<file path="config.mk">
export PLATFORM = sky130hd
export DESIGN_NAME = json_string_unescape_top
export DESIGN_NICKNAME = d
export VERILOG_FILES = /design/src/hw/rtl/jsu_pkg.sv /design/src/hw/rtl/jsu_core.sv /design/src/hw/rtl/json_string_unescape_top.sv
export VERILOG_INCLUDE_DIRS = /design/src /design/src/hw/rtl
export SDC_FILE = /design/constraint.sdc
export NUM_CORES = 1
export LEC_CHECK = 0
export BUFFER_PORTS_ARGS = -buffer_cell sky130_fd_sc_hd__buf_2
export CELL_PAD_IN_SITES_DETAIL_PLACEMENT = 0
export CELL_PAD_IN_SITES_GLOBAL_PLACEMENT = 1
export CORE_AREA = 8 8 112 114
export CTS_CLUSTER_DIAMETER = 150
export CTS_CLUSTER_SIZE = 16
export DETAILED_ROUTE_END_ITERATION = 10
export DIE_AREA = 0 0 120 122
export PLACE_DENSITY_LB_ADDON = 0.1
export REMOVE_ABC_BUFFERS = 1
export SLEW_MARGIN = 20
export SYNTH_ARGS = -nofsm -noshare
export SYNTH_HDL_FRONTEND = slang
export SYNTH_SLANG_ARGS = --single-unit
</file>
<file path="constraint.sdc">
create_clock -name aclk -period 9.9 [get_ports aclk]
set_input_delay 0.99 -clock aclk [delete_from_list [all_inputs] [get_ports aclk]]
set_output_delay 0.99 -clock aclk [all_outputs]
set_load 0.01 [all_outputs]
</file>
<file path="src/hw/rtl/json_string_unescape_top_defines.svh">
// Assertion macros shared by the JSON string unescaper RTL
`ifndef JSON_STRING_UNESCAPE_TOP_DEFINES_SVH
`define JSON_STRING_UNESCAPE_TOP_DEFINES_SVH

`ifndef NO_ASSERTIONS

// clocked check, masked while reset is asserted
`define JSU_ASSERT(lbl, prop, msg) \
    lbl: assert property (@(posedge aclk) disable iff (!aresetn) prop) else $error(msg);

// clocked check that also holds across reset
`define JSU_ASSERT_RST(lbl, prop, msg) \
    lbl: assert property (@(posedge aclk) prop) else $error(msg);

`else

`define JSU_ASSERT(lbl, prop, msg)
`define JSU_ASSERT_RST(lbl, prop, msg)

`endif

`endif

</file>
<file path="src/hw/rtl/jsu_pkg.sv">
// Shared types and constants for the JSON string unescaper
`default_nettype none

package jsu_pkg;

    localparam int MAX_CAPACITY = 4096;

    localparam int BYTE_W = 8;
    localparam int CFG_W  = 13;
    localparam int POS_W  = 12;
    localparam int CNT_W  = $clog2(MAX_CAPACITY);
    localparam int CAPE_W = $clog2(MAX_CAPACITY + 1);
    localparam int CMP_W  = (CAPE_W > CFG_W) ? CAPE_W : CFG_W;

    localparam logic [CFG_W-1:0] CAP_RESET = CFG_W'(4096);

    localparam int TDATA_W = 24;
    localparam int TUSER_W = 3;

    typedef enum logic [1:0] {
        ST_CONT = 2'd0,
        ST_DONE = 2'd1,
        ST_ERR  = 2'd2
    } status_t;

    typedef struct packed {
        logic              store_valid;
        logic [BYTE_W-1:0] out_byte;
        logic [POS_W-1:0]  position;
        status_t           status;
    } jsu_result_t;

endpackage

`default_nettype wire

</file>
<file path="src/hw/rtl/jsu_core.sv">
// Unescape state machine: string state and per-byte decode
`default_nettype none

`include "json_string_unescape_top_defines.svh"

module jsu_core
    import jsu_pkg::*;
(
    input  wire logic              aclk,
    input  wire logic              aresetn,
    input  wire logic              step,       // consume in_byte this cycle
    input  wire logic [BYTE_W-1:0] in_byte,
    input  wire logic [CFG_W-1:0]  capacity,
    output jsu_result_t            result
);

    localparam logic [BYTE_W-1:0] CH_QUOTE  = 8'h22;
    localparam logic [BYTE_W-1:0] CH_BSLASH = 8'h5C;
    localparam logic [BYTE_W-1:0] CH_SLASH  = 8'h2F;
    localparam logic [BYTE_W-1:0] CH_B      = 8'h62;
    localparam logic [BYTE_W-1:0] CH_F      = 8'h66;
    localparam logic [BYTE_W-1:0] CH_N      = 8'h6E;
    localparam logic [BYTE_W-1:0] CH_R      = 8'h72;
    localparam logic [BYTE_W-1:0] CH_T      = 8'h74;
    localparam logic [BYTE_W-1:0] CH_U      = 8'h75;
    localparam logic [BYTE_W-1:0] CH_QMARK  = 8'h3F;
    localparam logic [BYTE_W-1:0] CH_BS     = 8'h08;
    localparam logic [BYTE_W-1:0] CH_FF     = 8'h0C;
    localparam logic [BYTE_W-1:0] CH_LF     = 8'h0A;
    localparam logic [BYTE_W-1:0] CH_CR     = 8'h0D;
    localparam logic [BYTE_W-1:0] CH_TAB    = 8'h09;

    typedef enum logic [3:0] {
        PH_EXPECT = 4'b0001,
        PH_BODY   = 4'b0010,
        PH_ESCAPE = 4'b0100,
        PH_HEX    = 4'b1000
    } phase_t;

    // bit 4 set marks a non-hex character
    function automatic logic [4:0] nibble_of(input logic [BYTE_W-1:0] b);
        logic [4:0] v;
        if (b >= 8'h30 && b <= 8'h39) begin
            v = {1'b0, 4'(b - 8'h30)};
        end else if (b >= 8'h61 && b <= 8'h66) begin
            v = {1'b0, 4'(b - 8'h57)};
        end else if (b >= 8'h41 && b <= 8'h46) begin
            v = {1'b0, 4'(b - 8'h37)};
        end else begin
            v = 5'h10;
        end
        return v;
    endfunction

    phase_t             phase_reg, phase_next;
    logic [1:0]         hex_cnt_reg, hex_cnt_next;
    logic [15:0]        acc_reg, acc_next;
    logic [CNT_W-1:0]   count_reg, count_next;

    logic [CMP_W-1:0]   cap_wide;
    logic [CMP_W-1:0]   cap_eff;
    logic               can_store;
    logic               do_store;
    logic               do_fail;
    logic [BYTE_W-1:0]  ch;
    logic [4:0]         nib;
    logic [15:0]        acc_shift;

    assign cap_wide  = CMP_W'(capacity);
    assign cap_eff   = (cap_wide > CMP_W'(MAX_CAPACITY)) ? CMP_W'(MAX_CAPACITY) : cap_wide;
    assign can_store = (CMP_W'(count_reg) + CMP_W'(1)) < cap_eff;
    assign nib       = nibble_of(in_byte);
    assign acc_shift = {acc_reg[11:0], nib[3:0]};

    always_comb begin
        phase_next   = phase_reg;
        hex_cnt_next = hex_cnt_reg;
        acc_next     = acc_reg;
        count_next   = count_reg;
        do_store     = 1'b0;
        do_fail      = 1'b0;
        ch           = '0;
        result       = '{store_valid: 1'b0, out_byte: '0, position: '0, status: ST_CONT};

        unique case (phase_reg)
            PH_EXPECT: begin
                if (in_byte != CH_QUOTE || capacity == '0) begin
                    do_fail = 1'b1;
                end else begin
                    phase_next = PH_BODY;
                    count_next = '0;
                end
            end
            PH_BODY: begin
                if (in_byte == '0) begin
                    do_fail = 1'b1;
                end else if (in_byte == CH_QUOTE) begin
                    phase_next      = PH_EXPECT;
                    result.status   = ST_DONE;
                    result.position = POS_W'(count_reg);
                end else if (in_byte == CH_BSLASH) begin
                    phase_next = PH_ESCAPE;
                end else begin
                    do_store = 1'b1;
                    ch       = in_byte;
                end
            end
            PH_ESCAPE: begin
                unique case (in_byte) inside
                    CH_QUOTE, CH_BSLASH, CH_SLASH: begin
                        do_store = 1'b1;
                        ch       = in_byte;
                    end
                    CH_B: begin
                        do_store = 1'b1;
                        ch       = CH_BS;
                    end
                    CH_F: begin
                        do_store = 1'b1;
                        ch       = CH_FF;
                    end
                    CH_N: begin
                        do_store = 1'b1;
                        ch       = CH_LF;
                    end
                    CH_R: begin
                        do_store = 1'b1;
                        ch       = CH_CR;
                    end
                    CH_T: begin
                        do_store = 1'b1;
                        ch       = CH_TAB;
                    end
                    CH_U: begin
                        phase_next   = PH_HEX;
                        hex_cnt_next = '0;
                        acc_next     = '0;
                    end
                    default: begin
                        do_fail = 1'b1;
                    end
                endcase
                if (do_store) begin
                    phase_next = PH_BODY;
                end
            end
            PH_HEX: begin
                if (nib[4]) begin
                    do_fail = 1'b1;
                end else begin
                    acc_next = acc_shift;
                    if (hex_cnt_reg == 2'd3) begin
                        hex_cnt_next = '0;
                        phase_next   = PH_BODY;
                        do_store     = 1'b1;
                        // printable ASCII passes through, anything else is '?'
                        ch = (acc_shift >= 16'd32 && acc_shift < 16'd127) ?
                             acc_shift[BYTE_W-1:0] : CH_QMARK;
                    end else begin
                        hex_cnt_next = hex_cnt_reg + 2'd1;
                    end
                end
            end
            default: begin
                do_fail = 1'b1;
            end
        endcase

        if (do_fail) begin
            phase_next    = PH_EXPECT;
            hex_cnt_next  = '0;
            acc_next      = '0;
            result.status = ST_ERR;
        end

        // buffer full: drop the byte, keep parsing
        if (do_store && can_store) begin
            result.store_valid = 1'b1;
            result.out_byte    = ch;
            result.position    = POS_W'(count_reg);
            count_next         = count_reg + CNT_W'(1);
        end
    end

    always_ff @(posedge aclk) begin
        if (!aresetn) begin
            phase_reg   <= PH_EXPECT;
            hex_cnt_reg <= '0;
            acc_reg     <= '0;
            count_reg   <= '0;
        end else if (step) begin
            phase_reg   <= phase_next;
            hex_cnt_reg <= hex_cnt_next;
            acc_reg     <= acc_next;
            count_reg   <= count_next;
        end
    end

    `JSU_ASSERT(a_hex_cnt_idle, phase_reg != PH_HEX |-> hex_cnt_reg == 2'd0, "hex digit count outside hex phase")
    `JSU_ASSERT(a_count_step, step && result.store_valid |=> count_reg == CNT_W'($past(count_reg) + 1'b1), "stored count did not advance on store")
    `JSU_ASSERT_RST(a_reset_phase, !aresetn |=> phase_reg == PH_EXPECT, "phase not at expect-quote after reset")

endmodule

`default_nettype wire

</file>
<file path="src/hw/rtl/json_string_unescape_top.sv">
// A word accepted on s_ passes through the input register, then the result register, to m_.
// One word per cycle unless m_ stalls; decode is one pass through the string state machine.
// s_tready falls only while a word waits in the input register behind a stalled result.
// Reset (aresetn low, synchronous): pipeline emptied, state waits for an opening quote,
// capacity returns to 4096.
`default_nettype none

`include "json_string_unescape_top_defines.svh"

module json_string_unescape_top
    import jsu_pkg::*;
(
    input  wire logic               aclk,
    input  wire logic               aresetn,
    // configuration: capacity
    input  wire logic               cfg_we,
    input  wire logic [CFG_W-1:0]   cfg_wdata,
    // input stream
    input  wire logic               s_tvalid,
    output logic                    s_tready,
    input  wire logic [BYTE_W-1:0]  s_tdata,   // [7:0] in_byte
    // result stream
    output logic                    m_tvalid,
    input  wire logic               m_tready,
    output logic [TDATA_W-1:0]      m_tdata,   // [7:0] out_byte, [19:8] position, rest zero
    output logic [TUSER_W-1:0]      m_tuser    // [0] store_valid, [2:1] status
);

    logic [CFG_W-1:0]  capacity_reg;
    logic              in_valid_reg;
    logic [BYTE_W-1:0] in_byte_reg;
    logic              out_valid_reg;
    jsu_result_t       out_res_reg;
    jsu_result_t       core_res;
    logic              advance;

    assign advance  = in_valid_reg && (!out_valid_reg || m_tready);
    assign s_tready = !in_valid_reg || advance;

    always_ff @(posedge aclk) begin
        if (!aresetn) begin
            capacity_reg <= CAP_RESET;
        end else if (cfg_we) begin
            capacity_reg <= cfg_wdata;
        end
    end

    always_ff @(posedge aclk) begin
        if (!aresetn) begin
            in_valid_reg <= 1'b0;
        end else if (s_tvalid && s_tready) begin
            in_valid_reg <= 1'b1;
        end else if (advance) begin
            in_valid_reg <= 1'b0;
        end
    end

    always_ff @(posedge aclk) begin
        if (s_tvalid && s_tready) begin
            in_byte_reg <= s_tdata;
        end
    end

    jsu_core u_core (
        .aclk     (aclk),
        .aresetn  (aresetn),
        .step     (advance),
        .in_byte  (in_byte_reg),
        .capacity (capacity_reg),
        .result   (core_res)
    );

    always_ff @(posedge aclk) begin
        if (!aresetn) begin
            out_valid_reg <= 1'b0;
        end else if (advance) begin
            out_valid_reg <= 1'b1;
        end else if (m_tready) begin
            out_valid_reg <= 1'b0;
        end
    end

    always_ff @(posedge aclk) begin
        if (advance) begin
            out_res_reg <= core_res;
        end
    end

    assign m_tvalid = out_valid_reg;
    assign m_tdata  = {(TDATA_W - POS_W - BYTE_W)'(0), out_res_reg.position, out_res_reg.out_byte};
    assign m_tuser  = {out_res_reg.status, out_res_reg.store_valid};

    `JSU_ASSERT(a_in_hold, in_valid_reg && !advance |=> in_valid_reg, "input word lost while stalled")
    `JSU_ASSERT(a_store_cont, out_valid_reg && out_res_reg.store_valid |-> out_res_reg.status == ST_CONT, "store flagged on a terminating word")

endmodule

`default_nettype wire

</file>
==> impl_metrics.json <==
{
  "final_cell_mix": "buf_2, dfxtp_1, edfxtp_1",
  "synth_cell_types": 69,
  "synth_edf_count": 31,
  "fin_nets": 495,
  "fmax_mhz": 254,
  "grt_usage": 0.128,
  "cp_data_required_time_ns": 10.19,
  "drive_above_1_share": 0.211,
  "avgSynthCellArea_um2": 10.1,
  "synth_async_sr_flop_share": 0,
  "clkLatencyLatePin_ns": 0.35,
  "cpPeakStageDelay_ns": 0.66,
  "core_um2": 10700,
  "area_delta_synth_final_pct": 10.7,
  "fin_setup_tns_ns": 0,
  "slew_violations": 0,
  "grt_overflow": 0,
  "finalCritPeriodShare": 0.397,
  "crit_type": "reg -> reg",
  "hp-class": "reg -> reg",
  "synthCells": 413,
  "start_util": 0.391,
  "clockRootBuffer": "clkbuf_8",
  "drc": 0,
  "dr.pass1.iters": 4,
  "fillers": 1067,
  "max_cap_violations": 0,
  "largest_register_ffs": 20,
  "syn_area_um2": 4180,
  "cts_buffers": 9,
  "h-tree-depth": 3,
  "worst_setup_path_start_kind": "flop",
  "holdWs_ns": 0.492,
  "cts_tree": "yes",
  "use_met3": 0.0379,
  "layout_commonest_cell": "buf_2",
  "vdd_drop_max_mv": 0.0619,
  "multiInputGateArea_um2": 2160,
  "cts_num_sinks": 76,
  "holdPathStages": 2,
  "hold_violations": 0,
  "wl_per_cell_um": 15.5,
  "fp.dieW_um": 120,
  "grt_pass1_vias": 3023,
  "status": "finished clean",
  "ios": 55,
  "n_antenna_cell": 0,
  "placed_cells": 580,
  "drt-total-wl_mm": 9.23,
  "met1_usage": 0.188,
  "slew_headroom": 0.388,
  "vias_per_cell": 5.18,
  "crit_fanout": 16,
  "dieArea_um2": 14600,
  "fin_area_um2": 4630,
  "p_per_area_nw_per_um2": 129,
  "end_kind": "flop",
  "gp_congestion": 0.803,
  "place_hpwl_mm": 6.78,
  "ys.flop_type": "dfxtp_1",
  "grt_most_used_layer": "met1",
  "instances_no_fill": 596,
  "path_cells": "ha_1, and3_1, and3_1, and3_1, nor2b_1, or2_2, ha_1, a21o_1, a21o_1, a221oi_2, o2111ai_1, a31oi_2, o21ai_0, a21bo_2",
  "grt_max_degree": 30,
  "period_needed_ns": 3.93,
  "crit_path_frequent_cell": "and3_1",
  "cts_resized": 0,
  "hold_buffers": 0,
  "grt_use_met2": 0.179,
  "rsz0062_at_grt": "no",
  "cp_slowest_cell": "a31oi_2",
  "post-cts-setup-buffers": 0,
  "postRouteAntennaNets": 0,
  "finClkSkew_ns": 0.0186,
  "utilization": 0.433,
  "placed_area_um2": 4460,
  "portBuffers": 50,
  "grt_pass1_wl_mm": 15.3,
  "drtIter0Drc": 205,
  "vias": 3090,
  "setup_viol": 0,
  "arrival_ns": 4.22,
  "yosysWarnings": 0,
  "p_leak_nw": 1.80,
  "grt_antenna_before_repair": 0,
  "reg2regPathDepth": 14,
  "synth-seq-area-share": 0.438,
  "path_clk_slew_ns": 0.09,
  "worst_pin_slew_ns": 0.917,
  "cts_buffer_depth": 2,
  "die_h_um": 122,
  "regArea_um2": 1830,
  "rows": 38,
  "synth_seq_cells": 76
}
-- critical path, delay by kind of cell (launching register included) --
kind                     cells  cell delay (ns)
AO/OA/AOI/OAI                7             1.88
AND/OR/NAND/NOR              5             1.06
adder cells (fa/ha/maj)      2             0.57
flip-flops                   1             0.37
-- layer usage --
layer  share of wire  wire, um  vias up
met2            0.40      3650       60
met4          0.0066        61        0
met3           0.050       460        4
met1            0.55      5060     1430
li1                -         -     1596
met5               0         0        -
-- final timing paths --
check                             start                    end  slack [ns]
setup / recovery    u_core.count_reg[0]   u_core.count_reg[10]        5.97
hold / removal    u_core.hex_cnt_reg[1]  u_core.hex_cnt_reg[1]        0.49
setup reg to reg    u_core.count_reg[0]   u_core.count_reg[10]        5.97
hold reg to reg   u_core.hex_cnt_reg[1]  u_core.hex_cnt_reg[1]        0.49
-- synth_stat cells, types with 2 or more instances --
library cell  number  area share
a221o_1            4      0.0096
nor2b_1           30       0.045
o211ai_1           2      0.0036
buf_4              6       0.011
a22o_2             9       0.022
nor3_1             7      0.0084
a21boi_0           2      0.0036
and3_1             9       0.013
mux2_2             2      0.0054
and3b_1            3      0.0063
a32oi_1            2      0.0042
or3b_2             2      0.0042
edfxtp_1          31        0.22
xor2_1             5       0.010
and2_1             5      0.0075
o21ai_0           21       0.025
a22oi_1            3      0.0054
a21oi_1           18       0.022
or4b_1             3      0.0072
mux2i_1           15       0.036
dfxtp_1           45        0.22
clkbuf_1          11      0.0099
o22ai_1            2      0.0030
o2111ai_1          2      0.0042
nand4bb_1          2      0.0054
nor4_1             5      0.0075
or4b_2             2      0.0048
xnor2_1            5       0.010
a21oi_2            2      0.0042
nor4b_1            3      0.0063
a22o_1             9       0.019
nor4bb_1           2      0.0048
ha_1              18       0.054
a31oi_1            4      0.0060
nand2b_1           3      0.0045
buf_6              4       0.011
nand4_1            5      0.0075
nand3_1           12       0.014
nor2_1            21       0.019
nand2_1           29       0.026
a21o_1             6       0.011
a211o_1            2      0.0042
buf_2              4      0.0048
inv_1             10      0.0090
or2_2              2      0.0030
-- through the flow --
step                      total power (W)  worst slack, ns
after floorplan                  0.000375             6.43
final                            0.000599             5.97
after CTS                        0.000605             5.97
after global routing             0.000624             5.64
after global placement           0.000394             6.08
after detailed placement         0.000395             6.02
-- power by group --
group          internal (W)  switching, W
logic             0.0000181     0.0000253
clock network     0.0000914      0.000120
registers          0.000335    0.00000887
-- cell type report --
type | instances | area share
clock buffers | 10 | 0.0276
repair buffers | 50 | 0.0541
multi-input cells | 303 | 0.467
flip-flops and latches | 76 | 0.396
clock inverters | 6 | 0.00838
inverters | 11 | 0.00892
well taps | 140 | 0.0378
-- logic make-up after synthesis --
group                    count (synthesis)  synth area share
other                                    1          0.000897
buffers and inverters                   37            0.0473
AND/OR/NAND/NOR                        151             0.209
adder cells (fa/ha/maj)                 18            0.0539
XOR/XNOR                                10            0.0209
flip-flops                              76             0.438
multiplexers                            17            0.0413
AO/OA/AOI/OAI                          103             0.189
Power figures use the tool's default switching activity.
